===== config.mk =====
export PLATFORM = sky130hd
export DESIGN_NAME = uart_transceiver_4x_oversample
export DESIGN_NICKNAME = d
export VERILOG_FILES = /design/src/rtl/core/uart4x_pkg.sv /design/src/rtl/core/uart_transceiver_4x_oversample.sv
export SDC_FILE = /design/constraint.sdc
export NUM_CORES = 1
export LEC_CHECK = 0
export BUFFER_PORTS_ARGS = -buffer_cell sky130_fd_sc_hd__clkbuf_2
export CORE_MARGIN = 10
export CORE_UTILIZATION = 25
export DETAILED_ROUTE_END_ITERATION = 12
export HOLD_SLACK_MARGIN = 0.05
export SLEW_MARGIN = 20
export SYNTH_ARGS = -nofsm -noshare
export SYNTH_HDL_FRONTEND = slang
export SYNTH_SLANG_ARGS = --single-unit

===== constraint.sdc =====
create_clock -name i_clk -period 7.7 [get_ports i_clk]
set_clock_uncertainty 0.1 [all_clocks]
set_input_delay 1.54 -clock i_clk [delete_from_list [all_inputs] [get_ports i_clk]]
set_output_delay 1.54 -clock i_clk [all_outputs]
set_load 0.1 [all_outputs]

===== src/rtl/core/uart4x_pkg.sv =====
// Shared codes and types for the 4x oversampled UART transceiver.
package uart4x_pkg;

    typedef logic [1:0] t_kind;
    typedef logic [1:0] t_status;
    typedef logic [5:0] t_phase;

    localparam t_kind KIND_TICK = 2'd0;
    localparam t_kind KIND_PUSH = 2'd1;
    localparam t_kind KIND_POP  = 2'd2;

    localparam t_status ST_OK       = 2'd0;
    localparam t_status ST_TX_FULL  = 2'd1;
    localparam t_status ST_RX_EMPTY = 2'd2;

    localparam t_phase LAST_PHASE = 6'd39;
    localparam int     FILL_W     = 5;
    localparam int     FRAME_BITS = 10;

endpackage


===== src/rtl/core/uart_transceiver_4x_oversample.sv =====
// 8N1 UART transceiver with 4x oversampling and transmit/receive FIFOs.
// One request is taken per cycle unless both stages are full and stalled. Each
// request (tick, push or pop) updates the line machines and FIFO pointers in the
// cycle it is accepted; its result passes a stage that captures the FIFO read
// data and then an output register. Throughput is one request per cycle whenever the
// result side takes results; a waiting result still lets one more request in.
// The FIFO stores are memories with registered reads and are not cleared after
// reset; only entries that the fill counts mark as written reach the outputs.
module uart_transceiver_4x_oversample
    import uart4x_pkg::*;
#(
    parameter int TX_DEPTH = 16,
    parameter int RX_DEPTH = 16
) (
    input  logic        i_clk,
    input  logic        i_rst_n,
    input  logic        i_valid,
    output logic        o_ready,
    input  logic [1:0]  i_kind,
    input  logic        i_rx_line,
    input  logic [7:0]  i_write_byte,
    output logic        o_valid,
    input  logic        i_ready,
    output logic        o_tx_line,
    output logic [7:0]  o_read_byte,
    output logic [1:0]  o_status,
    output logic [4:0]  o_tx_fill,
    output logic [4:0]  o_rx_fill
);

    localparam int TXP_W = (TX_DEPTH > 1) ? $clog2(TX_DEPTH) : 1;
    localparam int RXP_W = (RX_DEPTH > 1) ? $clog2(RX_DEPTH) : 1;
    localparam int TXC_W = $clog2(TX_DEPTH + 1);
    localparam int RXC_W = $clog2(RX_DEPTH + 1);

    localparam logic [TXP_W-1:0] TX_LAST_IDX = TXP_W'(TX_DEPTH - 1);
    localparam logic [RXP_W-1:0] RX_LAST_IDX = RXP_W'(RX_DEPTH - 1);
    localparam logic [TXC_W-1:0] TX_FULL_CNT = TXC_W'(TX_DEPTH);
    localparam logic [RXC_W-1:0] RX_FULL_CNT = RXC_W'(RX_DEPTH);

    logic [7:0] r_tx_mem [TX_DEPTH];
    logic [7:0] r_rx_mem [RX_DEPTH];

    logic             r_tx_busy, n_tx_busy;
    t_phase           r_tx_phase, n_tx_phase;
    logic [7:0]       r_tx_data;
    logic             r_tx_level, n_tx_level;
    logic [TXP_W-1:0] r_tx_head, n_tx_head;
    logic [TXP_W-1:0] r_tx_tail, n_tx_tail;
    logic [TXC_W-1:0] r_tx_count, n_tx_count;

    logic                  r_rx_busy, n_rx_busy;
    t_phase                r_rx_phase, n_rx_phase;
    logic [FRAME_BITS-1:0] r_rx_shift, n_rx_shift;
    logic [RXP_W-1:0]      r_rx_head, n_rx_head;
    logic [RXP_W-1:0]      r_rx_tail, n_rx_tail;
    logic [RXC_W-1:0]      r_rx_count, n_rx_count;

    logic    w_tx_wr, w_tx_load, w_rx_wr, w_pop_ok;
    t_status w_status;
    logic    w_tx_bit;
    logic [3:0] w_bit_idx;

    logic       r_s1_valid, r_s1_tx_line, r_s1_pop_ok;
    logic [7:0] r_s1_byte;
    t_status    r_s1_status;
    logic [4:0] r_s1_tx_fill, r_s1_rx_fill;

    logic       r_out_valid, r_out_tx_line;
    logic [7:0] r_out_byte;
    t_status    r_out_status;
    logic [4:0] r_out_tx_fill, r_out_rx_fill;

    logic w_s1_move, w_accept;

    assign w_s1_move = r_s1_valid && (!r_out_valid || i_ready);
    assign o_ready   = !r_s1_valid || w_s1_move;
    assign w_accept  = i_valid && o_ready;

    assign w_bit_idx = r_tx_phase[5:2];

    always_comb begin
        if (w_bit_idx == 4'd0) begin
            w_tx_bit = 1'b0;
        end else if (w_bit_idx >= 4'd9) begin
            w_tx_bit = 1'b1;
        end else begin
            w_tx_bit = r_tx_data[3'(w_bit_idx - 4'd1)];
        end
    end

    always_comb begin
        n_tx_busy  = r_tx_busy;
        n_tx_phase = r_tx_phase;
        n_tx_level = r_tx_level;
        n_tx_head  = r_tx_head;
        n_tx_tail  = r_tx_tail;
        n_tx_count = r_tx_count;
        n_rx_busy  = r_rx_busy;
        n_rx_phase = r_rx_phase;
        n_rx_shift = r_rx_shift;
        n_rx_head  = r_rx_head;
        n_rx_tail  = r_rx_tail;
        n_rx_count = r_rx_count;
        w_tx_wr    = 1'b0;
        w_tx_load  = 1'b0;
        w_rx_wr    = 1'b0;
        w_pop_ok   = 1'b0;
        w_status   = ST_OK;

        unique case (i_kind)
            KIND_TICK: begin
                if (!r_tx_busy) begin
                    if (r_tx_count != '0) begin
                        n_tx_phase = '0;
                        n_tx_busy  = 1'b1;
                        w_tx_load  = 1'b1;
                    end
                end else begin
                    if (r_tx_phase >= LAST_PHASE) begin
                        n_tx_head  = (r_tx_head == TX_LAST_IDX) ? '0 : r_tx_head + 1'b1;
                        n_tx_count = (r_tx_count != '0) ? r_tx_count - 1'b1 : r_tx_count;
                        n_tx_level = 1'b1;
                        n_tx_busy  = 1'b0;
                    end else if (r_tx_phase[1:0] == 2'd0) begin
                        n_tx_level = w_tx_bit;
                    end
                    n_tx_phase = r_tx_phase + 1'b1;
                end

                if (!r_rx_busy) begin
                    if (!i_rx_line) begin
                        n_rx_phase = 6'd1;
                        n_rx_shift = '0;
                        n_rx_busy  = 1'b1;
                    end
                end else begin
                    if (r_rx_phase >= LAST_PHASE) begin
                        if (!r_rx_shift[0] && r_rx_shift[FRAME_BITS-1]
                            && (r_rx_count < RX_FULL_CNT)) begin
                            w_rx_wr    = 1'b1;
                            n_rx_tail  = (r_rx_tail == RX_LAST_IDX) ? '0 : r_rx_tail + 1'b1;
                            n_rx_count = r_rx_count + 1'b1;
                        end
                        n_rx_busy = 1'b0;
                    end else if (r_rx_phase[1:0] == 2'd2) begin
                        n_rx_shift = {i_rx_line, r_rx_shift[FRAME_BITS-1:1]};
                    end
                    n_rx_phase = r_rx_phase + 1'b1;
                end
            end
            KIND_PUSH: begin
                if (r_tx_count >= TX_FULL_CNT) begin
                    w_status = ST_TX_FULL;
                end else begin
                    w_tx_wr    = 1'b1;
                    n_tx_tail  = (r_tx_tail == TX_LAST_IDX) ? '0 : r_tx_tail + 1'b1;
                    n_tx_count = r_tx_count + 1'b1;
                end
            end
            KIND_POP: begin
                if (r_rx_count == '0) begin
                    w_status = ST_RX_EMPTY;
                end else begin
                    w_pop_ok   = 1'b1;
                    n_rx_head  = (r_rx_head == RX_LAST_IDX) ? '0 : r_rx_head + 1'b1;
                    n_rx_count = r_rx_count - 1'b1;
                end
            end
            default: begin
                w_status = ST_OK;
            end
        endcase
    end

    always_ff @(posedge i_clk) begin
        if (!i_rst_n) begin
            r_tx_busy  <= 1'b0;
            r_tx_phase <= '0;
            r_tx_level <= 1'b1;
            r_tx_head  <= '0;
            r_tx_tail  <= '0;
            r_tx_count <= '0;
            r_rx_busy  <= 1'b0;
            r_rx_phase <= '0;
            r_rx_shift <= '0;
            r_rx_head  <= '0;
            r_rx_tail  <= '0;
            r_rx_count <= '0;
        end else if (w_accept) begin
            r_tx_busy  <= n_tx_busy;
            r_tx_phase <= n_tx_phase;
            r_tx_level <= n_tx_level;
            r_tx_head  <= n_tx_head;
            r_tx_tail  <= n_tx_tail;
            r_tx_count <= n_tx_count;
            r_rx_busy  <= n_rx_busy;
            r_rx_phase <= n_rx_phase;
            r_rx_shift <= n_rx_shift;
            r_rx_head  <= n_rx_head;
            r_rx_tail  <= n_rx_tail;
            r_rx_count <= n_rx_count;
        end
    end

    always_ff @(posedge i_clk) begin
        if (w_accept && w_tx_wr) begin
            r_tx_mem[r_tx_tail] <= i_write_byte;
        end
        if (w_accept && w_tx_load) begin
            r_tx_data <= r_tx_mem[r_tx_head];
        end
    end

    always_ff @(posedge i_clk) begin
        if (w_accept && w_rx_wr) begin
            r_rx_mem[r_rx_tail] <= r_rx_shift[8:1];
        end
        if (w_accept) begin
            r_s1_byte <= r_rx_mem[r_rx_head];
        end
    end

    always_ff @(posedge i_clk) begin
        if (w_accept) begin
            r_s1_tx_line <= n_tx_level;
            r_s1_pop_ok  <= w_pop_ok;
            r_s1_status  <= w_status;
            r_s1_tx_fill <= FILL_W'(n_tx_count);
            r_s1_rx_fill <= FILL_W'(n_rx_count);
        end
        if (w_s1_move) begin
            r_out_tx_line <= r_s1_tx_line;
            r_out_byte    <= r_s1_pop_ok ? r_s1_byte : 8'd0;
            r_out_status  <= r_s1_status;
            r_out_tx_fill <= r_s1_tx_fill;
            r_out_rx_fill <= r_s1_rx_fill;
        end
    end

    always_ff @(posedge i_clk) begin
        if (!i_rst_n) begin
            r_s1_valid  <= 1'b0;
            r_out_valid <= 1'b0;
        end else begin
            if (w_accept) begin
                r_s1_valid <= 1'b1;
            end else if (w_s1_move) begin
                r_s1_valid <= 1'b0;
            end
            if (w_s1_move) begin
                r_out_valid <= 1'b1;
            end else if (i_ready) begin
                r_out_valid <= 1'b0;
            end
        end
    end

    assign o_valid     = r_out_valid;
    assign o_tx_line   = r_out_tx_line;
    assign o_read_byte = r_out_byte;
    assign o_status    = r_out_status;
    assign o_tx_fill   = r_out_tx_fill;
    assign o_rx_fill   = r_out_rx_fill;

`ifndef SYNTHESIS
    a_tx_count_bound: assert property (@(posedge i_clk) disable iff (!i_rst_n)
        r_tx_count <= TX_FULL_CNT)
        else $error("transmit count above depth");

    a_rx_count_bound: assert property (@(posedge i_clk) disable iff (!i_rst_n)
        r_rx_count <= RX_FULL_CNT)
        else $error("receive count above depth");

    a_tx_idle_high: assert property (@(posedge i_clk) disable iff (!i_rst_n)
        !r_tx_busy |-> r_tx_level)
        else $error("transmit line low while idle");

    a_tx_phase_range: assert property (@(posedge i_clk) disable iff (!i_rst_n)
        r_tx_busy |-> (r_tx_phase <= LAST_PHASE) && (r_tx_count != '0))
        else $error("transmit phase or count inconsistent while busy");

    a_rx_phase_range: assert property (@(posedge i_clk) disable iff (!i_rst_n)
        r_rx_busy |-> (r_rx_phase != '0) && (r_rx_phase <= LAST_PHASE))
        else $error("receive phase out of range while busy");

    a_pop_data_ok: assert property (@(posedge i_clk) disable iff (!i_rst_n)
        (o_valid && (o_status != ST_OK)) |-> (o_read_byte == 8'd0))
        else $error("refused request returned data");
`endif

endmodule


==> flow_metrics.py, run 1 <==
metrics = {
    "place": {
        "io_buffers": 37,
        "dp_hpwl_um": 19000,
        "pre_cts_slack_ps": 3000,
        "placed_cell_area_mm2": 0.0158,
        "place.gp.congestion": 0.797,
    },
    "sta": {
        "worst_pin_slew_ps": 1030,
        "finalHoldViolCount": 0,
        "setup_viol": 0,
        "final.period_utilization_pct": 53.8,
        "setup_ws_ps": 3550,
        "finalCriticalPeriod_ps": 4150,
        "rsz0062_at_grt": "no",
        "tns_ps": 0,
        "report.final.slew_viol_count": 0,
        "holdWs_ps": 317,
        "slew_headroom_pct": 31.5,
        "fmax_mhz": 241,
    },
    "layout": {
        "drive_gt1_share_pct": 17.4,
        "layout_common_cells": "edfxtp_1, nor2_1, dfxtp_1, nand2_1, mux4_2",
        "n_fill_cell": 5737,
        "layout.nets": 977,
        "fin_area_mm2": 0.0170,
        "n_antenna_cell": 0,
        "layout_commonest_cell": "edfxtp_1",
        "syn2layout_area_growth_pct": 14.2,
    },
    "outcome": {
        "outcome": "finished clean",
    },
    "worst_setup_path": {
        "cp_slowest_cell": "clkbuf_2",
        "worstPathCellList": "clkbuf_2, and3b_1, clkinv_2, clkbuf_2",
        "path_class": "in -> out",
        "path_delay_family": "buffers and inverters",
        "cp_common_cell": "clkbuf_2",
        "r2r-start": "r_rx_busy$_SDFFE_PN0P_",
        "max_stage_delay_ps": 410,
        "crit_fanout": 5,
        "reg2reg_setup_slack_ps": 4540,
        "rr_worst_depth": 5,
        "reg2reg_to": "r_rx_mem[5][3]$_DFFE_PP_",
        "cp.required_ps": 6060,
        "cp.arrival_ps": 2510,
        "worstSetupStartpointType": "input pin",
        "worstSetupEndpointType": "output pin",
        "crit_cells": 4,
        "crit_buf_inv": 3,
    },
    "clock_network": {
        "post_cts_resized": 0,
        "numCtsBuffers": 36,
        "cts_root_buffer": "clkbuf_16",
        "clock_sinks": 360,
        "htree_levels": 2,
        "cts_tree": "built",
        "path_clk_slew_ps": 60,
        "postCtsSetupBuffers": 0,
        "clk_latency_ps": 530,
        "holdBufCountCts": 0,
        "clk_path_buf_depth": 3,
    },
    "floorplanning": {
        "initial_core_util_pct": 25.2,
        "rows": 89,
        "fp.coreArea_mm2": 0.0589,
        "die_w_um": 264,
        "io_pins": 38,
        "die_h_um": 264,
        "dieArea_mm2": 0.0695,
    },
    "synthesis": {
        "synth-seq-cells": 360,
        "synth_edf_count": 307,
        "postSynthCellCount": 902,
        "syn_nets": 942,
        "ys.flop_type": "edfxtp_1",
        "yosysUniqueCellTypes": 69,
        "avgSynthCellArea_um2": 16.5,
        "ys_seq_area_share_pct": 69.2,
        "synth-async-reset-ratio_pct": 0,
        "synth.cell_area_mm2": 0.0148,
        "ys_warn_count": 0,
    },
    "global_route": {
        "grt_pass1_vias": 7734,
        "grt_pass1_wl_um": 46100,
        "overflow": 0,
        "grt_max_degree": 38,
        "grtUsageTotal_pct": 8.33,
        "antenna_found_initial": 1,
    },
    "detailed_routing": {
        "vias_per_cell": 4.44,
        "antenna_left": 0,
        "drt_wl_total_um": 29700,
        "first_pass_iters": 5,
        "drcViolationCount": 0,
        "vias": 7719,
        "drtIter0Drc": 558,
        "post_drt_wl_per_cell_um": 17.1,
    },
    "hold_path": {
        "min_path_type": "reg -> reg",
        "min_from": "r_s1_tx_fill[3]$_DFFE_PN_",
        "hold_end": "o_tx_fill[3]$_DFFE_PP_",
        "whs_path_depth": 0,
    },
    "power_and_ir_drop": {
        "power.leakage_nw": 5.32,
        "ir_drop_mv": 0.157,
        "p_per_area_mw_per_mm2": 231,
    },
    "run": {
        "maxCapViolCount": 0,
    },
}
-- Yosys cell counts (4+ instances only) --
cell,number,share of area [%]
edfxtp_1,307,62
mux4_1,24,4.2
nor2b_1,15,0.63
buf_2,11,0.37
nor3_1,13,0.44
mux4_2,49,7.4
xor2_1,8,0.47
buf_6,6,0.46
o21ai_0,24,0.81
a211oi_1,11,0.56
nand2_1,49,1.2
a31oi_1,5,0.21
nand3_1,23,0.78
xnor2_1,5,0.29
nor3b_1,6,0.30
and4_1,4,0.24
nand2b_1,4,0.17
or3_1,4,0.17
nor2_1,66,1.7
buf_4,4,0.20
dfxtp_1,53,7.1
mux2i_1,14,0.94
clkbuf_1,23,0.58
ha_1,25,2.1
a21oi_1,44,1.5
inv_1,25,0.63
nand4_1,6,0.25
and2_1,20,0.84
-- flip-flops by register name, indices dropped and copies added (netlist names), 6 cells and up --
signal       cells
o_read_byte      8
r_rx_mem       128
r_rx_phase       6
r_rx_shift      10
r_s1_byte        8
r_tx_data        8
r_tx_mem       128
r_tx_phase       6
-- cells by family after synthesis --
| kind of cell | count (synthesis) | synth area share (%) |
|---|---|---|
| AO/OA/AOI/OAI | 114 | 4.91 |
| XOR/XNOR | 13 | 0.767 |
| adder cells (fa/ha/maj) | 25 | 2.11 |
| buffers and inverters | 74 | 2.38 |
| flip-flops | 360 | 69.2 |
| multiplexers | 88 | 12.7 |
| AND/OR/NAND/NOR | 228 | 7.90 |
-- layout make-up --
| type | count | area (um2) | share of cell area, % |
|---|---|---|---|
| Clock buffer | 42 | 945 | 5.57 |
| Clock inverter | 23 | 169 | 0.996 |
| Inverter | 27 | 103 | 0.605 |
| Multi-Input combinational cell | 468 | 4250 | 25.1 |
| Sequential cell | 360 | 10300 | 60.6 |
| Tap cell | 773 | 967 | 5.70 |
| Timing Repair Buffer | 44 | 238 | 1.40 |
-- stage by stage --
step	total power [mW]	instances	util, %
2_1_floorplan	2.26	902	-
3_3_place_gp	2.30	1672	26.8
3_5_place_dp	2.30	1672	26.9
4_1_cts	3.96	1737	28.7
5_1_grt	4.05	1737	28.8
6_report	3.92	1737	28.8
-- worst reg2reg max path, cell delays in order, from the launching register on --
cell	delay [ps]
dfxtp_1	680
nand2_2	150
nor4b_4	460
and2_1	350
nand2_1	160
nor3b_1	880
-- report_power, final --
group	switching (mW)	internal, mW
logic	0.0981	0.0283
registers	0.0106	2.12
clock network	0.714	0.948
total	0.823	3.10
-- worst max path at each step --
| stage | start | end | slack, ps |
|---|---|---|---|
| after CTS | i_ready | o_ready | 3550 |
| after floorplan | i_ready | o_ready | 3860 |
| after detailed placement | i_kind[0] | r_rx_mem[6][4]$_DFFE_PP_ | 3000 |
| after global placement | i_kind[0] | r_rx_mem[4][2]$_DFFE_PP_ | 3090 |
| final | i_ready | o_ready | 3550 |
| after global routing | i_kind[0] | r_rx_mem[5][3]$_DFFE_PP_ | 3360 |
-- layer usage --
layer / wire (um) / vias up / track usage (%)
li1: - / 3597 / -
met1: 13400 / 3921 / 10.9
met2: 14200 / 155 / 13.5
met3: 1340 / 44 / 1.68
met4: 692 / 2 / 2.90
met5: 8 / - / 0
No activity file was read; power rests on OpenSTA's default activity.
==> run 2: changes to the inputs <==
==> constraint.sdc (replaced) <==
create_clock -name i_clk -period 4.15 [get_ports i_clk]
set_clock_uncertainty 0.1 [all_clocks]
set_input_delay 0.83 -clock i_clk [delete_from_list [all_inputs] [get_ports i_clk]]
set_output_delay 0.83 -clock i_clk [all_outputs]
set_load 0.1 [all_outputs]
==> run 2 against run 1 <==
Global-route usage is 0.25 points higher. Die area is the same. First-iteration DRC count is 1.1% lower. Hold slack got worse by 1.0 ps.
==> flow_metrics.py, run 2 (synthesized netlist as in run 1, its figures left out) <==
metrics = {
    "power_and_ir_drop": {
        "power.leakage_nw": 5.50,
        "p_sw_mw": 1.54,
        "pwr-share-clk_pct": 42.6,
        "power_switching_share_pct": 21.1,
        "intPower_mw": 5.75,
        "power_frac_comb_pct": 3.1,
        "ir_drop_mv": 0.258,
        "p_seq_share_pct": 54.3,
        "p_total_mw": 7.29,
        "p_per_area_mw_per_mm2": 427,
    },
    "layout": {
        "regArea_mm2": 0.0103,
        "reg_top3": "r_rx_mem x128, r_tx_mem x128, r_rx_shift x10",
        "drive_gt1_share_pct": 18.2,
        "n_fill_cell": 5755,
        "fin_util_pct": 29.0,
        "layout_common_cells": "edfxtp_1, nor2_1, dfxtp_1, nand2_1, mux4_2",
        "layout_commonest_cell": "edfxtp_1",
        "layout.nets": 993,
        "syn2layout_area_growth_pct": 14.9,
        "n_antenna_cell": 0,
        "fin_cells": 1754,
        "multiInputGateArea_mm2": 0.00422,
    },
    "sta": {
        "slew_headroom_pct": 29.8,
        "fmax_mhz": 347,
        "rsz0062_at_grt": "no",
        "setup_ws_ps": 1270,
        "worst_pin_slew_ps": 1050,
        "tns_ps": 0,
        "finalHoldViolCount": 0,
        "finalCriticalPeriod_ps": 2880,
        "final.period_utilization_pct": 69.4,
        "report.final.slew_viol_count": 0,
        "setup_viol": 0,
    },
    "place": {
        "dp_hpwl_um": 20100,
        "post-place-cells": 1688,
        "io_buffers": 37,
        "place.gp.congestion": 0.780,
        "pre_cts_slack_ps": 767,
    },
    "floorplanning": {
        "dieArea_mm2": 0.0695,
        "rows": 89,
        "fp.coreArea_mm2": 0.0589,
        "die_h_um": 264,
        "io_pins": 38,
        "die_w_um": 264,
        "initial_core_util_pct": 25.2,
    },
    "global_route": {
        "overflow": 0,
        "antenna_found_initial": 2,
        "grt_pass1_wl_um": 47300,
        "grt_max_degree": 38,
        "grt_pass1_vias": 7865,
        "grtUsageTotal_pct": 8.58,
    },
    "worst_setup_path": {
        "reg2reg_to": "r_rx_mem[8][7]$_DFFE_PP_",
        "reg2reg_setup_slack_ps": 1270,
        "crit_fanout": 17,
        "cp_slowest_cell": "dfxtp_1",
        "worstPathCellList": "nand2_2, nor4b_4, nand2_1, nor3b_1, and2_1",
        "cp.arrival_ps": 2970,
        "path_delay_family": "simple AND/OR/NAND/NOR gates",
        "cp.required_ps": 4240,
        "crit_buf_inv": 0,
        "worstSetupEndpointType": "flip-flop",
        "max_stage_delay_ps": 690,
        "r2r-start": "r_rx_busy$_SDFFE_PN0P_",
        "worstSetupStartpointType": "flip-flop",
        "rr_worst_depth": 5,
        "path_class": "reg -> reg",
    },
    "detailed_routing": {
        "wl_met2_um": 14700,
        "first_pass_iters": 5,
        "antenna_left": 0,
        "drcViolationCount": 0,
        "drt_wl_total_um": 30300,
        "met1_length_um": 13400,
        "top_layer": "met5",
        "vias": 7825,
        "vias_per_cell": 4.46,
        "drtIter0Drc": 552,
        "wl_met3_um": 1480,
        "post_drt_wl_per_cell_um": 17.3,
    },
    "clock_network": {
        "numCtsBuffers": 36,
        "postCtsSetupBuffers": 0,
        "holdBufCountCts": 0,
        "post_cts_resized": 0,
        "cts_tree": "built",
        "cts_root_buffer": "clkbuf_16",
        "clk_latency_ps": 530,
        "htree_levels": 2,
        "clock_sinks": 360,
        "path_clk_slew_ps": 60,
        "clk_path_buf_depth": 3,
    },
    "run": {
        "maxCapViolCount": 0,
    },
    "hold_path": {
        "min_from": "r_s1_rx_fill[0]$_DFFE_PN_",
        "hold_end": "o_rx_fill[0]$_DFFE_PP_",
        "min_path_type": "reg -> reg",
        "whs_path_depth": 0,
    },
    "outcome": {
        "outcome": "finished clean",
    },
}
[run 2: changes by cell type in the layout (fill, tap and decap cells not counted), sizes merged]
cell / delta
clkinvlp: +1
buf: +16
inv: +1
clkinv: -1
[run 2: worst register-to-register path, stage by stage, from the launching register on]
cell and delay (ps):
dfxtp_1 690, nand2_2 150, nor4b_4 430, nand2_1 260
nor3b_1 480, and2_1 430
[run 2: power groups by stage]
stage	combinational [mW]	clock, mW	sequential (mW)
after CTS	0.233	3.20	3.96
after floorplan	0.102	0	4.09
final	0.229	3.10	3.96
after global routing	0.250	3.32	3.96
after detailed placement	0.233	0	4.04
after global placement	0.230	0	4.03
[run 2: metrics by stage]
| stage | hold slack [ps] | area (um2) |
|---|---|---|
| after floorplan | 300 | 14800 |
| after global placement | 301 | 15900 |
| after detailed placement | 306 | 15900 |
| after CTS | 320 | 17100 |
| after global routing | 329 | 17100 |
| final | 316 | 17100 |
[run 2: cell type report]
type,count,area share [%]
Inverter,27,0.602
Sequential cell,360,60.3
Clock inverter,24,1.05
Timing Repair Buffer,60,2.10
Multi-Input combinational cell,468,24.7
Clock buffer,42,5.54
Tap cell,773,5.67
[run 2: worst max path at each step]
stage | startpoint | endpoint | slack (ps) | cells after the start
after CTS | r_rx_busy$_SDFFE_PN0P_ | r_rx_mem[8][7]$_DFFE_PP_ | 1210 | 5
after detailed placement | i_kind[1] | r_tx_mem[11][2]$_DFFE_PP_ | 770 | 7
after floorplan | i_ready | o_read_byte[0]$_SDFFCE_PN0P_ | 1180 | 2
final | r_rx_busy$_SDFFE_PN0P_ | r_rx_mem[8][7]$_DFFE_PP_ | 1270 | 5
after global routing | r_rx_busy$_SDFFE_PN0P_ | r_rx_mem[11][7]$_DFFE_PP_ | 950 | 5
after global placement | i_kind[1] | r_tx_mem[15][6]$_DFFE_PP_ | 880 | 7
[run 2: routing by layer]
metal | up-vias | track usage (%)
li1 | 3627 | -
met1 | 3969 | 11.2
met2 | 173 | 14.0
met3 | 52 | 1.62
met4 | 4 | 3.17
met5 | - | 0
